**src/rtl/core/efdc_pkg.sv**
```systemverilog
// Package for the escaped frame decoder: register map, config and result types.
// No dependencies; imported by every module of the block.
package efdc_pkg;

  localparam int unsigned AddrWidth = 5;
  localparam int unsigned DataWidth = 32;

  localparam logic [7:0] AngleByte = 8'h3C;

  typedef enum logic [2:0] {
    REG_LEADING_EN  = 3'd0,
    REG_LEADING_BYTE = 3'd1,
    REG_TERM_BYTE   = 3'd2,
    REG_ESCAPE_EN   = 3'd3,
    REG_ESCAPE_BYTE = 3'd4,
    REG_CHECKSUM_EN = 3'd5
  } reg_idx_e;

  typedef enum logic [1:0] {
    STATUS_OK    = 2'd0,
    STATUS_BAD   = 2'd1,
    STATUS_EMPTY = 2'd2
  } status_e;

  typedef struct packed {
    logic       leading_en;
    logic [7:0] leading_byte;
    logic [7:0] term_byte;
    logic       escape_en;
    logic [7:0] escape_byte;
    logic       checksum_en;
  } cfg_t;

  // One queue entry: an optional payload beat followed by an optional end beat.
  typedef struct packed {
    logic       pay_vld;
    logic [7:0] pay_byte;
    logic       end_vld;
    status_e    status;
  } res_t;

endpackage

```
**src/rtl/core/efdc_regs.sv**
```systemverilog
// APB-style configuration registers of the frame decoder.
// Depends on efdc_pkg.
module efdc_regs import efdc_pkg::*; (
  input  logic                 clk_i,
  input  logic                 rst_ni,
  input  logic                 psel,
  input  logic                 penable,
  input  logic                 pwrite,
  input  logic [AddrWidth-1:0] paddr,
  input  logic [DataWidth-1:0] pwdata,
  output logic [DataWidth-1:0] prdata,
  output logic                 pready,
  output cfg_t                 cfg_o
);

  cfg_t     cfg_q, cfg_d;
  reg_idx_e idx;
  logic     wr_en;

  assign idx    = reg_idx_e'(paddr[AddrWidth-1:2]);
  assign wr_en  = psel & penable & pwrite;
  assign pready = 1'b1;
  assign cfg_o  = cfg_q;

  always_comb begin
    cfg_d = cfg_q;
    if (wr_en) begin
      case (idx)
        REG_LEADING_EN:   cfg_d.leading_en   = pwdata[0];
        REG_LEADING_BYTE: cfg_d.leading_byte = pwdata[7:0];
        REG_TERM_BYTE:    cfg_d.term_byte    = pwdata[7:0];
        REG_ESCAPE_EN:    cfg_d.escape_en    = pwdata[0];
        REG_ESCAPE_BYTE:  cfg_d.escape_byte  = pwdata[7:0];
        REG_CHECKSUM_EN:  cfg_d.checksum_en  = pwdata[0];
        default: ;
      endcase
    end
  end

  always_comb begin
    prdata = '0;
    case (idx)
      REG_LEADING_EN:   prdata[0]   = cfg_q.leading_en;
      REG_LEADING_BYTE: prdata[7:0] = cfg_q.leading_byte;
      REG_TERM_BYTE:    prdata[7:0] = cfg_q.term_byte;
      REG_ESCAPE_EN:    prdata[0]   = cfg_q.escape_en;
      REG_ESCAPE_BYTE:  prdata[7:0] = cfg_q.escape_byte;
      REG_CHECKSUM_EN:  prdata[0]   = cfg_q.checksum_en;
      default: ;
    endcase
  end

  always_ff @(posedge clk_i or negedge rst_ni) begin
    if (!rst_ni) begin
      cfg_q <= '0;
    end else begin
      cfg_q <= cfg_d;
    end
  end

endmodule

```
**src/rtl/core/efdc_parse.sv**
```systemverilog
// Per-byte frame parser: escape handling, running checksum, one-byte hold-back.
// Depends on efdc_pkg; feeds efdc_resq with one entry per productive beat.
module efdc_parse import efdc_pkg::*; (
  input  logic       clk_i,
  input  logic       rst_ni,
  input  logic       accept_i,
  input  logic [7:0] rx_byte_i,
  input  cfg_t       cfg_i,
  output logic       push_o,
  output res_t       entry_o
);

  typedef enum logic [1:0] {
    PH_IDLE = 2'd0,
    PH_IN   = 2'd1,
    PH_ESC  = 2'd2
  } phase_e;

  phase_e     phase_q, phase_d;
  logic [7:0] sum_q, sum_d;
  logic [7:0] held_q, held_d;
  logic       held_vld_q, held_vld_d;
  logic       nonempty_q, nonempty_d;
  logic       angle_q, angle_d;
  res_t       entry;

  always_comb begin
    phase_d    = phase_q;
    sum_d      = sum_q;
    held_d     = held_q;
    held_vld_d = held_vld_q;
    nonempty_d = nonempty_q;
    angle_d    = angle_q;
    entry      = '{pay_vld: 1'b0, pay_byte: 8'h00, end_vld: 1'b0, status: STATUS_OK};

    if (phase_q == PH_IDLE && cfg_i.leading_en) begin
      if (rx_byte_i == cfg_i.leading_byte) begin
        phase_d = PH_IN;
      end
    end else if (phase_q != PH_ESC && cfg_i.escape_en && rx_byte_i == cfg_i.escape_byte) begin
      phase_d = PH_ESC;
    end else if (phase_q != PH_ESC && rx_byte_i == cfg_i.term_byte) begin
      // close
      if (!nonempty_q) begin
        entry.end_vld = 1'b1;
        entry.status  = STATUS_EMPTY;
      end else if (angle_q || !cfg_i.checksum_en) begin
        entry.pay_vld  = held_vld_q;
        entry.pay_byte = held_q;
        entry.end_vld  = 1'b1;
        entry.status   = STATUS_OK;
      end else begin
        entry.end_vld = 1'b1;
        entry.status  = (sum_q == 8'h00) ? STATUS_OK : STATUS_BAD;
      end
      phase_d    = PH_IDLE;
      sum_d      = 8'h00;
      held_d     = 8'h00;
      held_vld_d = 1'b0;
      nonempty_d = 1'b0;
      angle_d    = 1'b0;
    end else begin
      // payload byte: release the held one, hold this one
      entry.pay_vld  = held_vld_q;
      entry.pay_byte = held_q;
      if (!nonempty_q) begin
        angle_d = (rx_byte_i == AngleByte);
      end
      nonempty_d = 1'b1;
      held_d     = rx_byte_i;
      held_vld_d = 1'b1;
      sum_d      = sum_q + rx_byte_i;
      phase_d    = PH_IN;
    end
  end

  assign entry_o = entry;
  assign push_o  = accept_i & (entry.pay_vld | entry.end_vld);

  always_ff @(posedge clk_i or negedge rst_ni) begin
    if (!rst_ni) begin
      phase_q    <= PH_IDLE;
      sum_q      <= 8'h00;
      held_q     <= 8'h00;
      held_vld_q <= 1'b0;
      nonempty_q <= 1'b0;
      angle_q    <= 1'b0;
    end else if (accept_i) begin
      phase_q    <= phase_d;
      sum_q      <= sum_d;
      held_q     <= held_d;
      held_vld_q <= held_vld_d;
      nonempty_q <= nonempty_d;
      angle_q    <= angle_d;
    end
  end

endmodule

```
**src/rtl/core/efdc_resq.sv**
```systemverilog
// Two-entry result queue; an entry drains as one or two output beats.
// Depends on efdc_pkg.
module efdc_resq import efdc_pkg::*; (
  input  logic clk_i,
  input  logic rst_ni,
  input  logic push_i,
  input  res_t entry_i,
  output logic full_o,
  output logic empty_o,
  input  logic pop_i,
  output res_t head_o
);

  res_t       mem_q [2];
  logic       rd_ptr_q, wr_ptr_q;
  logic [1:0] cnt_q;
  logic       split;
  logic       drop;

  assign head_o  = mem_q[rd_ptr_q];
  assign full_o  = cnt_q[1];
  assign empty_o = (cnt_q == 2'd0);
  // payload and end in one entry: first beat only clears the payload part
  assign split   = pop_i & head_o.pay_vld & head_o.end_vld;
  assign drop    = pop_i & ~split;

  always_ff @(posedge clk_i) begin
    if (push_i) begin
      mem_q[wr_ptr_q] <= entry_i;
    end
    if (split) begin
      mem_q[rd_ptr_q].pay_vld <= 1'b0;
    end
  end

  always_ff @(posedge clk_i or negedge rst_ni) begin
    if (!rst_ni) begin
      rd_ptr_q <= 1'b0;
      wr_ptr_q <= 1'b0;
      cnt_q    <= 2'd0;
    end else begin
      if (push_i) begin
        wr_ptr_q <= ~wr_ptr_q;
      end
      if (drop) begin
        rd_ptr_q <= ~rd_ptr_q;
      end
      cnt_q <= cnt_q + {1'b0, push_i} - {1'b0, drop};
    end
  end

endmodule

```
**src/rtl/core/escaped_frame_decoder_with_checksum_top.sv**
```systemverilog
// Top level of the escaped frame decoder with additive checksum.
// Depends on efdc_pkg, efdc_regs, efdc_parse and efdc_resq.
//
// One received byte is taken per cycle; its parse and checksum update finish in
// that cycle and the results land in a two-entry output queue. Payload leaves
// one byte late; a frame close can yield two beats (last payload byte, then the
// end beat). The input stalls only while the queue holds two entries.
// Configure only while idle.
module escaped_frame_decoder_with_checksum_top import efdc_pkg::*; (
  input  logic                 clk_i,
  input  logic                 rst_ni,
  input  logic                 psel,
  input  logic                 penable,
  input  logic                 pwrite,
  input  logic [AddrWidth-1:0] paddr,
  input  logic [DataWidth-1:0] pwdata,
  output logic [DataWidth-1:0] prdata,
  output logic                 pready,
  input  logic                 in_valid_i,
  output logic                 in_stall_o,
  input  logic [7:0]           rx_byte_i,
  output logic                 out_valid_o,
  input  logic                 out_stall_i,
  output logic [7:0]           payload_byte_o,
  output logic                 payload_valid_o,
  output logic                 frame_end_o,
  output logic [1:0]           frame_status_o
);

  cfg_t cfg;
  res_t entry;
  res_t head;
  logic push;
  logic full;
  logic empty;
  logic accept;

  assign accept      = in_valid_i & ~in_stall_o;
  assign in_stall_o  = full;
  assign out_valid_o = ~empty;

  efdc_regs u_regs (
    .clk_i   (clk_i),
    .rst_ni  (rst_ni),
    .psel    (psel),
    .penable (penable),
    .pwrite  (pwrite),
    .paddr   (paddr),
    .pwdata  (pwdata),
    .prdata  (prdata),
    .pready  (pready),
    .cfg_o   (cfg)
  );

  efdc_parse u_parse (
    .clk_i     (clk_i),
    .rst_ni    (rst_ni),
    .accept_i  (accept),
    .rx_byte_i (rx_byte_i),
    .cfg_i     (cfg),
    .push_o    (push),
    .entry_o   (entry)
  );

  efdc_resq u_resq (
    .clk_i   (clk_i),
    .rst_ni  (rst_ni),
    .push_i  (push),
    .entry_i (entry),
    .full_o  (full),
    .empty_o (empty),
    .pop_i   (out_valid_o & ~out_stall_i),
    .head_o  (head)
  );

  assign payload_valid_o = head.pay_vld;
  assign payload_byte_o  = head.pay_vld ? head.pay_byte : 8'h00;
  assign frame_end_o     = ~head.pay_vld;
  assign frame_status_o  = head.pay_vld ? 2'b00 : head.status;

  a_empty_no_stall: assert property (@(posedge clk_i) disable iff (!rst_ni)
    !out_valid_o |-> !in_stall_o)
    else $error("input stalled with empty result queue");

  a_end_xor_payload: assert property (@(posedge clk_i) disable iff (!rst_ni)
    out_valid_o |-> (payload_valid_o != frame_end_o))
    else $error("result beat is neither or both payload and end");

  a_status_legal: assert property (@(posedge clk_i) disable iff (!rst_ni)
    (out_valid_o && frame_end_o) |-> (frame_status_o != 2'd3))
    else $error("illegal frame status");

  a_split_end_follows: assert property (@(posedge clk_i) disable iff (!rst_ni)
    (out_valid_o && !out_stall_i && payload_valid_o && head.end_vld)
      |=> (out_valid_o && frame_end_o))
    else $error("end beat lost after last payload beat");

endmodule
```
**config.mk**
```make
export PLATFORM = sky130hd
export DESIGN_NAME = escaped_frame_decoder_with_checksum_top
export DESIGN_NICKNAME = d
export VERILOG_FILES = /design/src/rtl/core/efdc_pkg.sv /design/src/rtl/core/efdc_regs.sv /design/src/rtl/core/efdc_parse.sv /design/src/rtl/core/efdc_resq.sv /design/src/rtl/core/escaped_frame_decoder_with_checksum_top.sv
export SDC_FILE = /design/constraint.sdc
export NUM_CORES = 1
export LEC_CHECK = 0
export ABC_CLOCK_PERIOD_IN_PS = 3100
export CORE_MARGIN = 2
export CORE_UTILIZATION = 35
export DETAILED_ROUTE_END_ITERATION = 6
export DONT_BUFFER_PORTS = 1
export MAX_ROUTING_LAYER = met4
export PLACE_DENSITY = 0.57
export SYNTH_ARGS = -nofsm -noshare
export SYNTH_HDL_FRONTEND = slang
export SYNTH_SLANG_ARGS = --single-unit
```
**constraint.sdc**
```tcl
create_clock -name clk_i -period 3.1 [get_ports clk_i]
set_clock_uncertainty 0.05 [all_clocks]
set_input_delay 0.62 -clock clk_i [delete_from_list [all_inputs] [get_ports clk_i]]
set_output_delay 0.62 -clock clk_i [all_outputs]
set_load 0.05 [all_outputs]
```
==> flow_summary.yaml <==
floorplanning:
  io_pins: 99
  die_y_um: 113
  die-area_um2: 12900
  start_util_pct: 36.3
  die_width_um: 113
  core_area_um2: 11600
  core.rowCount: 39
sta:
  worst_slew_pin_slew_ns: 0.792
  max_slew_margin_pct: 46.9
  final.min_clock_period_ns: 2.46
  max_freq_ghz: 0.407
  slew_violations: 0
  rsz0062_at_grt: "false"
  tns_ns: 0
  period_share_pct: 79.2
  setup_viol: 0
  finalHoldViolations: 0
clock_network:
  clockBufferDepth: 2
  cts-resized-gates: 0
  clock_sinks: 75
  ctsHoldBuffers: 1
  cts_setup_buffers: 0
  clk_pin_slew_ns: 0.06
  cts_tree: "yes"
  cts_root_buf: "clkbuf_16"
  cts_htree_levels: 3
  clk_latency_ns: 0.34
  cts_made_buffers: 9
power:
  power_frac_seq_pct: 34.1
  p_sw_share_pct: 38.1
  peakVddDrop_mv: 0.371
  p_clk_share_pct: 26.0
  power.static_leakage_uw: 0.00205
  pwr-share-comb_pct: 39.9
  p_per_area_nw_per_um2: 966
  p_sw_uw: 1750
  p_int_uw: 2830
logic_synthesis:
  synth-seq-cells: 75
  seq_area_frac_synth_pct: 47.1
  synth-edff-count: 22
  syn_inst: 391
  ys.warnings.count: 0
  synth_cell_types: 49
  syn_area_per_cell_um2: 10.7
  synthesis.area_um2: 4190
  synth_top_flop_cell: "dfrtp_1"
  async_flop_share_pct: 68.0
setup_path:
  end_kind: "output pin"
  critPathKind: "flop to output pin"
  arrival_ns: 1.79
  crit_path_start_kind: "flop"
  crit_required_ns: 2.43
  worst-r2r-cell-count: 5
  cp_max_fo: 15
  rrSetupSlack_ns: 0.79
cells_and_area:
  diodes: 0
  nFillCells: 1098
  drive_gt1_share_pct: 21.3
  fin_area_um2: 4740
  regArea_um2: 1980
  area_growth_pct: 13.0
  fin_nets: 466
  multiInputGateArea_um2: 1980
route:
  vias: 2686
  detail-route-antenna-nets: 0
  drc_errors: 0
  drt-initial-drc-count: 126
  wirelength_mm: 8.72
  vias_per_cell: 4.87
  dr.pass1.iters: 4
  post_drt_wl_per_cell_um: 15.8
global_route:
  grt_pass1_vias: 2795
  grt_pass1_wl_mm: 14.4
  grt_remaining_overflow: 0
  antenna_found_initial: 0
  grt_max_degree: 52
  grt.total_usage_pct: 14.9
flow_run:
  cap_violations: 0
placement:
  place_congestion: 0.781
  dpl_cell_area_um2: 4370
  dp_hpwl_mm: 6.37
  portBuffers: 0
outcome:
  status: "finished clean"
min_path:
  hold_path.class: "input pin to async pin"
-- per-stage QoR --
| step | util (%) | hold slack (ns) | std cells | total power [uW] | setup WS [ns] |
|---|---|---|---|---|---|
| final | 41.0 | 0.0704 | 552 | 4580 | 0.644 |
| after global routing | 41.0 | 0.0937 | 552 | 4860 | 0.522 |
| after CTS | 41.0 | 0.0894 | 552 | 4620 | 0.604 |
| after detailed placement | 37.8 | 0.276 | 535 | 3400 | 0.544 |
| after global placement | 37.8 | 0.276 | 535 | 3350 | 0.566 |
| after floorplan | - | 0.274 | 414 | 2990 | 0.269 |
-- worst max-delay path: stages (launching register included) --
cell     delay (ns)
dfrtp_1        0.32
buf_4          0.25
mux2i_4        0.40
inv_1          0.15
nor2_2         0.17
buf_12         0.15
-- cell usage after synthesis, drive strengths merged, types with 2 or more instances --
library cell | instances | share of area [%]
xor2 | 11 | 2.3
mux2i | 13 | 3.1
a211oi | 2 | 0.48
nor4 | 5 | 0.75
edfxtp | 22 | 16
o41ai | 2 | 0.42
dfrtp | 51 | 30
conb | 2 | 0.18
buf | 37 | 6.7
a22oi | 7 | 1.3
nand3 | 19 | 2.4
nor2 | 27 | 2.4
nor2b | 6 | 0.90
a21oi | 5 | 0.60
o21ai | 13 | 1.6
nor3 | 7 | 1.5
nand4 | 4 | 0.60
o31ai | 5 | 0.90
dfxtp | 2 | 0.95
ha | 9 | 2.7
mux2 | 28 | 7.5
or2 | 2 | 0.30
xnor2 | 22 | 5.5
and2 | 10 | 1.5
inv | 7 | 0.63
nand2 | 46 | 4.1
clkbuf | 10 | 0.90
nand2b | 4 | 0.60
-- power by group through the flow --
stage | sequential (uW) | combinational, uW | clock [uW]
2_1_floorplan | 1530 | 1460 | 0
3_3_place_gp | 1570 | 1780 | 0
3_5_place_dp | 1580 | 1820 | 0
4_1_cts | 1560 | 1850 | 1220
5_1_grt | 1600 | 2010 | 1250
6_report | 1560 | 1830 | 1190
-- layout by cell type, fill, tap and decap left out, types with 6 or more instances in the layout --
| cell | Yosys | routed |
|---|---|---|
| dfrtp_1 | 51 | 51 |
| o21ai_0 | 13 | 6 |
| xnor2_1 | 17 | 17 |
| inv_1 | 7 | 7 |
| and2_1 | 9 | 9 |
| o21ai_1 | 0 | 7 |
| ha_1 | 9 | 9 |
| nand2_1 | 46 | 46 |
| nor2_1 | 27 | 25 |
| mux2i_1 | 13 | 12 |
| conb_1 | 2 | 25 |
| a22oi_1 | 7 | 7 |
| nor2b_1 | 6 | 6 |
| mux2_2 | 28 | 28 |
| buf_4 | 26 | 23 |
| edfxtp_1 | 22 | 22 |
| nand3_1 | 18 | 18 |
| xor2_1 | 11 | 11 |
| clkbuf_16 | 0 | 9 |
-- kinds of logic after synthesis --
family / after synthesis / share of synthesized area [%]
XOR/XNOR: 33 / 7.79
buffers and inverters: 54 / 8.23
adder cells (fa/ha/maj): 10 / 3.16
flip-flops: 75 / 47.1
other: 2 / 0.179
AND/OR/NAND/NOR: 134 / 15.7
multiplexers: 42 / 11.2
AO/OA/AOI/OAI: 41 / 6.65
-- worst paths after layout --
kind,from,to
setup / recovery,u_resq.rd_ptr_q,frame_status_o[1]
hold / removal,rst_ni,u_resq.rd_ptr_q
setup reg to reg,u_resq.cnt_q[1],u_resq.mem_q[0][4]
hold reg to reg,u_parse.held_q[1],u_parse.held_q[1]
max in group asynchronous,rst_ni,u_parse.held_q[1]
min in group clk_i,rx_byte_i[1],u_parse.angle_q
-- flip-flops by register name (all words and copies together), names as in the netlist --
name / flops
u_regs.cfg_o: 27
u_resq.mem_q: 24
u_parse.held_q: 8
u_parse.sum_q: 8
u_parse.phase_q: 2
u_resq.cnt_q: 2
u_parse.angle_q: 1
u_parse.held_vld_q: 1
u_resq.rd_ptr_q: 1
u_resq.wr_ptr_q: 1
-- final cells by class --
| cell class | instances | area share [%] |
|---|---|---|
| clock buffers | 10 | 4.83 |
| clock inverters | 6 | 2.38 |
| inverters | 7 | 0.554 |
| multi-input cells | 285 | 41.7 |
| flip-flops and latches | 75 | 41.7 |
| well taps | 143 | 3.78 |
| repair buffers | 26 | 5.07 |
-- routing by layer --
| metal | vias to the layer above | GRT usage (%) | share of wire [%] |
|---|---|---|---|
| met4 | 0 | 3.90 | 0.98 |
| met2 | 68 | 23.8 | 48 |
| met5 | - | - | 0 |
| li1 | 1322 | - | - |
| met3 | 8 | 5.10 | 6.0 |
| met1 | 1288 | 18.1 | 45 |
(Power assumes the default switching activity.)
